File: config.mk
export PLATFORM = sky130hd
export DESIGN_NAME = exact_substring_search
export DESIGN_NICKNAME = d
export VERILOG_FILES = /design/src/hw/rtl/ess_pkg.sv /design/src/hw/rtl/ess_fifo.sv /design/src/hw/rtl/ess_engine.sv /design/src/hw/rtl/exact_substring_search.sv
export VERILOG_INCLUDE_DIRS = /design/src /design/src/hw/rtl
export SDC_FILE = /design/constraint.sdc
export NUM_CORES = 1
export LEC_CHECK = 0
export ABC_AREA = 0
export BUFFER_PORTS_ARGS = -buffer_cell sky130_fd_sc_hd__buf_2
export CORE_ASPECT_RATIO = 1.75
export CORE_MARGIN = 2
export CORE_UTILIZATION = 30
export DETAILED_ROUTE_END_ITERATION = 8
export REMOVE_ABC_BUFFERS = 1
export SLEW_MARGIN = 20
export SYNTH_ARGS = -nofsm -noshare
export SYNTH_HDL_FRONTEND = slang
export SYNTH_SLANG_ARGS = --single-unit
File: constraint.sdc
create_clock -name clk -period 26.7 [get_ports clk]
set_input_delay 2.67 -clock clk [delete_from_list [all_inputs] [get_ports clk]]
set_output_delay 2.67 -clock clk [all_outputs]
set_load 0.01 [all_outputs]
File: src/hw/rtl/exact_substring_search_macros.svh
// Assertion helpers shared by the search block.
`ifndef EXACT_SUBSTRING_SEARCH_MACROS_SVH
`define EXACT_SUBSTRING_SEARCH_MACROS_SVH

// Same-cycle implication, disabled during reset.
`define ESS_ASSERT_NOW(label, clk, rst, ante, cons, msg) \
  label: assert property (@(posedge clk) disable iff (rst) (ante) |-> (cons)) \
    else $error(msg);

// Next-cycle implication, disabled during reset.
`define ESS_ASSERT_NEXT(label, clk, rst, ante, cons, msg) \
  label: assert property (@(posedge clk) disable iff (rst) (ante) |=> (cons)) \
    else $error(msg);

`endif

File: src/hw/rtl/ess_pkg.sv
package ess_pkg;

  localparam int PATTERN_MAX_DEF = 64;
  localparam int OFFSET_BITS_DEF = 16;
  localparam int QUEUE_DEPTH     = 2;

  typedef enum logic {
    OP_PATTERN = 1'b0,
    OP_TEXT    = 1'b1
  } op_t;

  typedef struct packed {
    op_t        operation;
    logic [7:0] data_byte;
    logic       last;
  } item_t;

endpackage

File: src/hw/rtl/ess_fifo.sv
module ess_fifo #(
  parameter int WIDTH = 8,
  parameter int DEPTH = ess_pkg::QUEUE_DEPTH
) (
  input  logic             clk,
  input  logic             rst,
  input  logic             push,
  input  logic [WIDTH-1:0] wdata,
  output logic             full,
  input  logic             pop,
  output logic [WIDTH-1:0] rdata,
  output logic             empty
);
  import ess_pkg::*;

  localparam int PTR_W = (DEPTH > 1) ? $clog2(DEPTH) : 1;
  localparam int CNT_W = $clog2(DEPTH + 1);

  logic [WIDTH-1:0] mem [DEPTH];
  logic [PTR_W-1:0] rd_ptr, wr_ptr;
  logic [CNT_W-1:0] count;
  logic             push_ok, pop_ok;

  assign full    = count == CNT_W'(DEPTH);
  assign empty   = count == '0;
  assign push_ok = push && !full;
  assign pop_ok  = pop && !empty;
  assign rdata   = mem[rd_ptr];

  always_ff @(posedge clk) begin
    if (push_ok) begin
      mem[wr_ptr] <= wdata;
    end
  end

  always_ff @(posedge clk) begin
    if (rst) begin
      rd_ptr <= '0;
      wr_ptr <= '0;
      count  <= '0;
    end else begin
      if (push_ok) begin
        wr_ptr <= (wr_ptr == PTR_W'(DEPTH - 1)) ? '0 : wr_ptr + PTR_W'(1);
      end
      if (pop_ok) begin
        rd_ptr <= (rd_ptr == PTR_W'(DEPTH - 1)) ? '0 : rd_ptr + PTR_W'(1);
      end
      if (push_ok && !pop_ok) begin
        count <= count + CNT_W'(1);
      end else if (pop_ok && !push_ok) begin
        count <= count - CNT_W'(1);
      end
    end
  end

`include "exact_substring_search_macros.svh"

  `ESS_ASSERT_NOW(a_count_range, clk, rst, 1'b1, count <= CNT_W'(DEPTH), "fifo count out of range")
  `ESS_ASSERT_NOW(a_empty_ptrs, clk, rst, empty, rd_ptr == wr_ptr, "empty fifo with unequal pointers")
  `ESS_ASSERT_NEXT(a_push_grows, clk, rst, push_ok && !pop_ok, count == $past(count) + CNT_W'(1), "push did not grow fifo")
  `ESS_ASSERT_NEXT(a_pop_shrinks, clk, rst, pop_ok && !push_ok, count == $past(count) - CNT_W'(1), "pop did not shrink fifo")

endmodule

File: src/hw/rtl/ess_engine.sv
module ess_engine #(
  parameter int PATTERN_MAX = ess_pkg::PATTERN_MAX_DEF,
  parameter int OFFSET_BITS = ess_pkg::OFFSET_BITS_DEF
) (
  input  logic                 clk,
  input  logic                 rst,
  input  logic                 item_valid,
  input  ess_pkg::item_t       item,
  output logic                 item_take,
  input  logic                 res_full,
  output logic                 res_push,
  output logic                 found,
  output logic [OFFSET_BITS-1:0] match_start,
  output logic [OFFSET_BITS-1:0] match_last,
  output logic [OFFSET_BITS:0]   remaining_length
);
  import ess_pkg::*;

  localparam int LEN_W = $clog2(PATTERN_MAX + 1);
  localparam int POS_W = OFFSET_BITS + 1;

  // pat[0] holds the newest (final) pattern byte, win[0] the newest text byte
  logic [7:0]             pat [PATTERN_MAX];
  logic [7:0]             win [PATTERN_MAX];
  logic [LEN_W-1:0]       len, len_next, len_base;
  logic                   closed, closed_next;
  logic [POS_W-1:0]       pos, pos_next, pos_inc;
  logic                   seen, seen_next;
  logic [OFFSET_BITS-1:0] end_ofs, end_next, end_fin;
  logic [PATTERN_MAX-1:0] hit;
  logic                   is_text, room, hit_now, match_fin;

  always_comb begin
    is_text   = item.operation == OP_TEXT;
    item_take = item_valid && !(is_text && item.last && res_full);
    len_base  = closed ? '0 : len;
    room      = len_base < LEN_W'(PATTERN_MAX);
    pos_inc   = pos[OFFSET_BITS] ? pos : pos + POS_W'(1);

    // positions beyond the pattern length always pass
    hit[0] = (len == '0) || (item.data_byte == pat[0]);
    for (int k = 1; k < PATTERN_MAX; k++) begin
      hit[k] = (LEN_W'(k) >= len) || (win[k-1] == pat[k]);
    end
    hit_now = !seen && (len != '0) && !pos[OFFSET_BITS]
              && ((POS_W+1)'(len) <= (POS_W+1)'(pos) + (POS_W+1)'(1)) && (&hit);

    match_fin = seen || hit_now;
    end_fin   = hit_now ? pos[OFFSET_BITS-1:0] : end_ofs;
  end

  always_comb begin
    len_next    = len;
    closed_next = closed;
    pos_next    = pos;
    seen_next   = seen;
    end_next    = end_ofs;
    res_push    = 1'b0;
    if (item_take) begin
      if (!is_text) begin
        len_next    = len_base + LEN_W'(room);
        closed_next = item.last;
        pos_next    = '0;
        seen_next   = 1'b0;
        end_next    = '0;
      end else begin
        closed_next = 1'b1;
        pos_next    = pos_inc;
        if (hit_now) begin
          seen_next = 1'b1;
          end_next  = pos[OFFSET_BITS-1:0];
        end
        if (item.last) begin
          res_push  = 1'b1;
          pos_next  = '0;
          seen_next = 1'b0;
          end_next  = '0;
        end
      end
    end
  end

  always_comb begin
    if (len == '0) begin
      found            = 1'b1;
      match_start      = '0;
      match_last       = '0;
      remaining_length = pos_inc;
    end else if (match_fin) begin
      found            = 1'b1;
      match_start      = end_fin + OFFSET_BITS'(1) - OFFSET_BITS'(len);
      match_last       = end_fin;
      remaining_length = pos_inc - {1'b0, end_fin};
    end else begin
      found            = 1'b0;
      match_start      = '0;
      match_last       = '0;
      remaining_length = '0;
    end
  end

  always_ff @(posedge clk) begin
    if (rst) begin
      len     <= '0;
      closed  <= 1'b1;
      pos     <= '0;
      seen    <= 1'b0;
      end_ofs <= '0;
    end else begin
      len     <= len_next;
      closed  <= closed_next;
      pos     <= pos_next;
      seen    <= seen_next;
      end_ofs <= end_next;
    end
  end

  always_ff @(posedge clk) begin
    if (item_take && !is_text && room) begin
      pat[0] <= item.data_byte;
      for (int i = 1; i < PATTERN_MAX; i++) begin
        pat[i] <= pat[i-1];
      end
    end
  end

  always_ff @(posedge clk) begin
    if (item_take && is_text) begin
      win[0] <= item.data_byte;
      for (int i = 1; i < PATTERN_MAX; i++) begin
        win[i] <= win[i-1];
      end
    end
  end

`include "exact_substring_search_macros.svh"

  `ESS_ASSERT_NOW(a_len_range, clk, rst, 1'b1, len <= LEN_W'(PATTERN_MAX), "pattern length overflow")
  `ESS_ASSERT_NOW(a_push_cause, clk, rst, res_push, item_take && is_text && item.last && !res_full, "result without final text item")
  `ESS_ASSERT_NEXT(a_load_clears, clk, rst, item_take && !is_text, (pos == '0) && !seen, "pattern load left text state")
  `ESS_ASSERT_NOW(a_seen_in_range, clk, rst, seen, !closed || (len != '0), "match latched with empty pattern")

endmodule

File: src/hw/rtl/exact_substring_search.sv
// Exact substring search. Push pattern bytes (operation 0, last on the final
// one), then text bytes (operation 1, last on the final one); one result per
// text gives the first match. The block takes one item per clock cycle while
// the engine is not stalled: a small input queue feeds a search engine that
// compares each text byte and the preceding PATTERN_MAX-1 bytes against the
// whole pattern combinationally in parallel, and results go through a small
// output queue. A final text byte's result reaches the result ports through
// the input and output queue registers. The engine stalls only when the
// output queue is full and the next queued item is a final text byte; full
// rises once the two-entry input queue backs up behind it.
module exact_substring_search #(
  parameter int PATTERN_MAX = ess_pkg::PATTERN_MAX_DEF,
  parameter int OFFSET_BITS = ess_pkg::OFFSET_BITS_DEF
) (
  input  logic                   clk,
  input  logic                   rst,
  input  logic                   push,
  output logic                   full,
  input  logic                   operation,
  input  logic [7:0]             data_byte,
  input  logic                   last,
  input  logic                   pop,
  output logic                   empty,
  output logic                   found,
  output logic [OFFSET_BITS-1:0] match_start,
  output logic [OFFSET_BITS-1:0] match_last,
  output logic [OFFSET_BITS:0]   remaining_length
);
  import ess_pkg::*;

  localparam int RES_W = 3 * OFFSET_BITS + 2;

  item_t                  in_item, q_item;
  logic [$bits(item_t)-1:0] q_data;
  logic                   q_empty, q_take;
  logic                   res_push, res_full;
  logic                   e_found;
  logic [OFFSET_BITS-1:0] e_start, e_last;
  logic [OFFSET_BITS:0]   e_rem;
  logic [RES_W-1:0]       res_in, res_out;

  assign in_item = '{operation: op_t'(operation), data_byte: data_byte, last: last};
  assign q_item  = item_t'(q_data);

  ess_fifo #(
    .WIDTH($bits(item_t)),
    .DEPTH(QUEUE_DEPTH)
  ) u_in_q (
    .clk  (clk),
    .rst  (rst),
    .push (push),
    .wdata(in_item),
    .full (full),
    .pop  (q_take),
    .rdata(q_data),
    .empty(q_empty)
  );

  ess_engine #(
    .PATTERN_MAX(PATTERN_MAX),
    .OFFSET_BITS(OFFSET_BITS)
  ) u_engine (
    .clk             (clk),
    .rst             (rst),
    .item_valid      (!q_empty),
    .item            (q_item),
    .item_take       (q_take),
    .res_full        (res_full),
    .res_push        (res_push),
    .found           (e_found),
    .match_start     (e_start),
    .match_last      (e_last),
    .remaining_length(e_rem)
  );

  assign res_in = {e_found, e_start, e_last, e_rem};

  ess_fifo #(
    .WIDTH(RES_W),
    .DEPTH(QUEUE_DEPTH)
  ) u_out_q (
    .clk  (clk),
    .rst  (rst),
    .push (res_push),
    .wdata(res_in),
    .full (res_full),
    .pop  (pop),
    .rdata(res_out),
    .empty(empty)
  );

  assign {found, match_start, match_last, remaining_length} = res_out;

endmodule

Word level (Yosys, flattened, before mapping)

Memories as Yosys holds them, arrays and structs flattened. A register that Yosys moved wholly into a read port is not among the register bits.
Index checks and enable logic that the tools add are counted.

Reductions and logical operators: 104
Shifts and indexed selects: 0
Multipliers: 0
Bitwise gates (word level): 1
Mux-type cells: 42
Divide/modulo/power cells: 0
Order comparisons: 65
Add/subtract/negate cells: 14
Equal/unequal tests: 67

Operators by type and width:

| operator                                           | number |
|---|---|
| == test 8 bit                                      | 64 |
| >= comparator 6 x 7 -> 1 bit, first input constant | 32 |
| >= comparator 5 x 7 -> 1 bit, first input constant | 16 |
| 2-to-1 mux 16 bit                                  | 7 |
| 2-to-1 mux 17 bit                                  | 5 |
| logical OR 1 bit                                   | 65 |
| AND reduction 64 bit                               | 1 |
| >= comparator 4 x 7 -> 1 bit, first input constant | 8 |
| >= comparator 3 x 7 -> 1 bit, first input constant | 4 |
| 2-to-1 mux 1 bit                                   | 25 |
| adder 17 x 1 -> 18 bit, second input constant      | 1 |
| less-or-equal comparator 7 x 18 -> 1 bit           | 1 |
| logical AND 1 bit                                  | 18 |
| adder 17 x 1 -> 17 bit, second input constant      | 1 |
| subtractor 17 x 16 -> 17 bit                       | 1 |
| adder 16 x 1 -> 16 bit, second input constant      | 1 |
| subtractor 16 x 7 -> 16 bit                        | 1 |
| >= comparator 2 x 7 -> 1 bit, first input constant | 2 |
| logical NOT 1 bit                                  | 12 |
| 2-to-1 mux 2 bit                                   | 4 |
| adder 7 x 1 -> 7 bit                               | 1 |
| >= comparator 1 x 7 -> 1 bit, first input constant | 1 |
| logical NOT 7 bit                                  | 1 |
| < comparator 7 bit, second input constant          | 1 |
| 11 further kinds                                   | 20 |

Flip-flop bits (word level): 50
Word-level logic and storage cells: 308
Bits in writable memories: 1144
Memories: 4
Bits in latches: 0
Output and inout bits: 52
ROM bits: 0

Memories:

| name         | words | width | read ports | clocked after memory_dff | write ports | RTL line         | source |
|---|---|---|---|---|---|---|---|
| u_engine.pat | 64    | 8     | 64         | 0                        | 64          | ess_engine.sv:23 | `logic [7:0] pat [PATTERN_MAX];` |
| u_engine.win | 64    | 8     | 63         | 0                        | 64          | ess_engine.sv:24 | `logic [7:0] win [PATTERN_MAX];` |
| u_out_q.mem  | 2     | 50    | 1          | 1                        | 1           | ess_fifo.sv:19   | `logic [WIDTH-1:0] mem [DEPTH];` |
| u_in_q.mem   | 2     | 10    | 1          | 1                        | 1           | ess_fifo.sv:19   |  |

Logic depth before layout (Yosys ltp)

Depth in word-level cells: 10
Depth in mapped cells: 27
Depth with buffers taken out: 26

Hierarchy

A second synthesis with hierarchy kept.

Cell total of the unflattened synthesis: 2680
Area total of the unflattened synthesis: 46245.6 um^2

By module, submodules not included:

| module                 | seq. area each (um^2) | area each (um^2) | cells each | instances |
|---|---|---|---|---|
| ess_engine             | 31350.1               | 41493.5          | 2442       | 1 |
| ess_fifo at u_out_q    | 3103.0                | 3812.4           | 181        | 1 |
| ess_fifo at u_in_q     | 700.7                 | 935.9            | 56         | 1 |
| exact_substring_search | 0.0                   | 3.8              | 1          | 1 |

Worst setup path before layout

Ideal clock, no wire load.

Kind: reg-to-reg
Start: register with a tool-made name
End: memory u_engine.win[0][0] (enable)
Path slack: 2326 ps
Cell stages (with the launch flop): 9
Required time: 25314 ps
Buffers on the path: 4
Clock period less this slack: 24374 ps
Data arrival time: 22988 ps
Setup time: 1386 ps
Cell sequence: dfxtp_1 > clkbuf_1 > mux2i_1 > o32a_1 > clkbuf_1 > inv_1 > clkbuf_1 > clkbuf_1 > nor2_1

RTL lines:

| item      | RTL line |
|---|---|
| to (decl) | ess_engine.sv:24 |

Worst setup path after layout

Start: register u_engine.len[2]
End: memory u_out_q.mem[1][48] (netlist name) (data pin)

Cells in the longest elaborated chain, start to end: 10
Elaborated cells between the ends (all ways): 141
Classes of those cells: add/sub (2); order compare (64); mux (3); reduce/logical (72)

RTL lines:

| item                                                           | RTL line                     | source |
|---|---|---|
| from (decl)                                                    | ess_engine.sv:25             | `logic [LEN_W-1:0] len, len_next, len_base;` |
| from (signal assigned)                                         | ess_engine.sv:110            | `len <= len_next;` |
| branches (longest 9 deep; another with adder 16 x 1 -> 16 bit) | n/a                          |  |
| 2-to-1 mux 16 bit *                                            | ess_engine.sv:84             | `if (len == '0) begin` |
| named net e_start[15]                                          | exact_substring_search.sv:38 | `logic [OFFSET_BITS-1:0] e_start, e_last;` |
| to (decl)                                                      | ess_fifo.sv:19               |  |

Mark *: on every way through the listed nets, which the timed path passes.

==> impl_metrics.ini <==
[pwr]
power_frac_comb_pct = 18.4
p_sw_w = 0.001735
p_leak_nw = 16.29
power_frac_clock_pct = 25.9
internal-power_w = 0.004067
p_per_area_nw_per_um2 = 110.1
peakVddDrop_mv = 0.06388
p_sw_share_pct = 29.91
seqPwrFrac_pct = 55.7

[timing]
post-route-period-util_pct = 31.49
timing.final.hold_violations = 0
finalSetupViolCount = 0
skew_ns = 0.09292
fmax_ghz = 0.1189
tightest_slew_ns = 1.095
slew_headroom_pct = 26.72
rsz0062_at_grt = false
drv_slew = 0
worst_slack_ns = 18.29
fin_tns_setup_ns = 0
period_needed_ns = 8.407

[global_route]
grt_pass1_wl_mm = 149.6
grt_pass1_vias = 24140
grt_max_degree = 189
track_usage_pct = 12.70
antenna_found_initial = 5
grt_overflow = 0

[synthesis]
syn-mean-instance-area_sq_um = 17.02
synth_top_area_share_pct = 73.49
synth_area_leaders = edfxtp_1, xnor2_1, xor2_1
yosysUniqueCellTypes = 71
seq_area_frac_synth_pct = 75.74
synth_top_area_cell = edfxtp_1
async_reset_ff_share_pct = 0
synth_enable_flop_cells = 1136
synth_warnings = 0
netlist_area_sq_um = 46420
synth_commonest_cells = edfxtp_1, xnor2_1, xor2_1
syn-instance-count = 2727
synth_most_common_cell = edfxtp_1
ys_ff_latch = 1188
synthFlopType = edfxtp_1

[placement]
place_hpwl_mm = 69.70
dp_slack_ns = 18.34
portBuffers = 65
gp_congestion = 0.8507

[clocking]
clkTransAtPathRegs_ns = 0.07
cts_max_level = 3
cts_sinks = 1188
cts_max_path_buffers = 3
cts_tree = built
cts_root_buf = clkbuf_16
ctsResizeCount = 0
cts_made_buffers = 100
clock_latency_ns = 0.75
holdBufCountCts = 0
cts_setup_buffers = 0

[hold_path]
hold_class = register to register

[floorplanning]
rows = 191
initial_core_util_pct = 30.11
die_h_um = 524.3
fp.dieW_um = 301.3
die_area_sq_um = 158000
io_pins = 66
core_sq_um = 154100

[run]
drv_cap = 0

[worst_setup_path]
cp-start-kind = register
path_cells = clkinv_1 > nor2_1 > o21ai_0 > o211ai_1 > nor3_1 > a21boi_0 > nor4_4 > buf_4 > nand2_2 > mux2i_1 > ha_1 > inv_1 > ha_1 > fa_1 > a21o_1 > a21oi_1 > o21bai_1 > a31oi_1 > o21ai_0 > o41ai_1 > o21a_1 > xnor2_1 > o32ai_1
critPathCaptureType = register
rrSetupSlack_ns = 18.29
crit_slowest_cell = nor2_1
path_class = register to register
required_ns = 27.18
worstPathArrival_ns = 8.88
crit_path_max_fanout = 35
cpPeakStageDelay_ns = 1.02

[routing]
drtAntennaViolNets = 0
vias = 23190
first_pass_iters = 5
wl_mm = 102.4
drt_first_iter_violations = 1835
vias_per_cell = 4.677
drcViolationCount = 0
wl_per_cell_um = 20.65

[outcome]
outcome = completed

[finish]
final_nets = 2913
final_layout_size_suffix_gt1_share_pct = 10.98
syn_to_final_growth_pct = 13.54
-- metrics by stage --
| step | hold slack, ns | utilization, % | instance area (sq um) | power, W | cells |
|---|---|---|---|---|---|
| after CTS | 0.4334 | 34.16 | 52650 | 0.005880 | 4956 |
| after detailed placement | 0.4538 | 31.96 | 49260 | 0.004358 | 4769 |
| after global routing | 0.4316 | 34.19 | 52700 | 0.006058 | 4959 |
| after global placement | 0.4483 | 31.95 | 49250 | 0.004329 | 4769 |
| final | 0.4350 | 34.19 | 52700 | 0.005802 | 4959 |
| after floorplan | 0.4473 | - | 46110 | 0.004177 | 2651 |
-- logic make-up (layout without fill, tap and decap cells) --
group,after synthesis,in the layout,share of synthesized area (%)
flops,1188,1188,75.74
xor+xnor,566,566,10.68
simple gates,460,460,5.278
compound gates,276,276,4.049
buf+inv,103,308,0.8734
mux,82,82,1.949
fa+ha+maj,52,52,1.434
other cells,0,1,0
-- area by class of cell --
type	count	area, sq um
Sequential cell	1188	35160
Multi-Input combinational cell	1436	10910
Tap cell	2026	2535
Clock buffer	129	2661
Inverter	27	101.3
Timing Repair Buffer	94	600.6
Clock inverter	58	732.0
Fill cell	14630	101400
Antenna cell	1	2.502
-- cell usage in the layout, fill, tap and decap left out, types with 18 or more instances in the layout --
master / n
nand4_1: 108
clkbuf_16: 100
o211ai_1: 22
nand3_1: 25
mux2_2: 59
ha_1: 50
xnor2_1: 442
nor4_1: 43
nand2_1: 67
a21oi_1: 58
buf_2: 65
dfxtp_1: 51
a22oi_1: 18
o22ai_1: 21
clkbuf_1: 24
xor2_1: 124
buf_4: 25
nor2_1: 97
nor3_1: 34
inv_1: 26
and2_1: 21
o21ai_0: 41
edfxtp_1: 1136
-- flip-flops by register name, indices dropped and copies added, names as in the netlist, named ones only --
signal and count:
u_engine.end_ofs 16, u_out_q.rd_ptr 1, u_engine.len 7, u_in_q.mem 20, u_out_q.wr_ptr 1, u_out_q.mem 100
u_in_q.count 2, u_out_q.count 2, u_engine.seen 1, u_engine.closed 1, u_engine.pat 512, u_engine.win 504
u_in_q.rd_ptr 1, u_engine.pos 17, u_in_q.wr_ptr 1
-- worst max-delay path, delay by kind of cell, from the launching register on --
| family | cells | cell delay [ns] |
|---|---|---|
| and+or+nand+nor | 4 | 1.91 |
| buffers and inverters | 3 | 1.04 |
| xor gates and xnor gates | 1 | 0.08 |
| muxes | 1 | 0.30 |
| adders and majority gates | 3 | 0.97 |
| DFF | 1 | 0.92 |
| AOI/OAI and AO/OA | 11 | 2.92 |
-- path summary, 6_finish.rpt --
check,startpoint,to,cells past startpoint
worst max-delay path,u_engine.len[2]$_SDFFE_PP0P_,u_out_q.mem[1][48]$_DFFE_PP_,23
worst min-delay path,u_engine.win[1][155]$_DFFE_PP_,u_engine.win[1][163]$_DFFE_PP_,0
worst max register to register,u_engine.len[2]$_SDFFE_PP0P_,u_out_q.mem[1][48]$_DFFE_PP_,23
worst min register to register,u_engine.win[1][155]$_DFFE_PP_,u_engine.win[1][163]$_DFFE_PP_,0
-- routing by layer --
metal	part of all wire, %	vias up	GRT usage [%]
met4	3.7	4	5.318
met3	3.5	133	2.050
met1	37	11950	13.46
li1	-	10640	-
met5	0.025	-	0
met2	56	457	24.52
-- power by group through the flow --
stage               Clock (W)  Combinational (W)  Sequential, W
detailed placement          0            0.00109        0.00327
floorplan                   0           0.000709        0.00347
CTS                   0.00155            0.00110        0.00324
finish                0.00150            0.00107        0.00323
global placement            0            0.00109        0.00324
global route          0.00161            0.00116        0.00329
No activity file was read; power rests on OpenSTA's default activity.
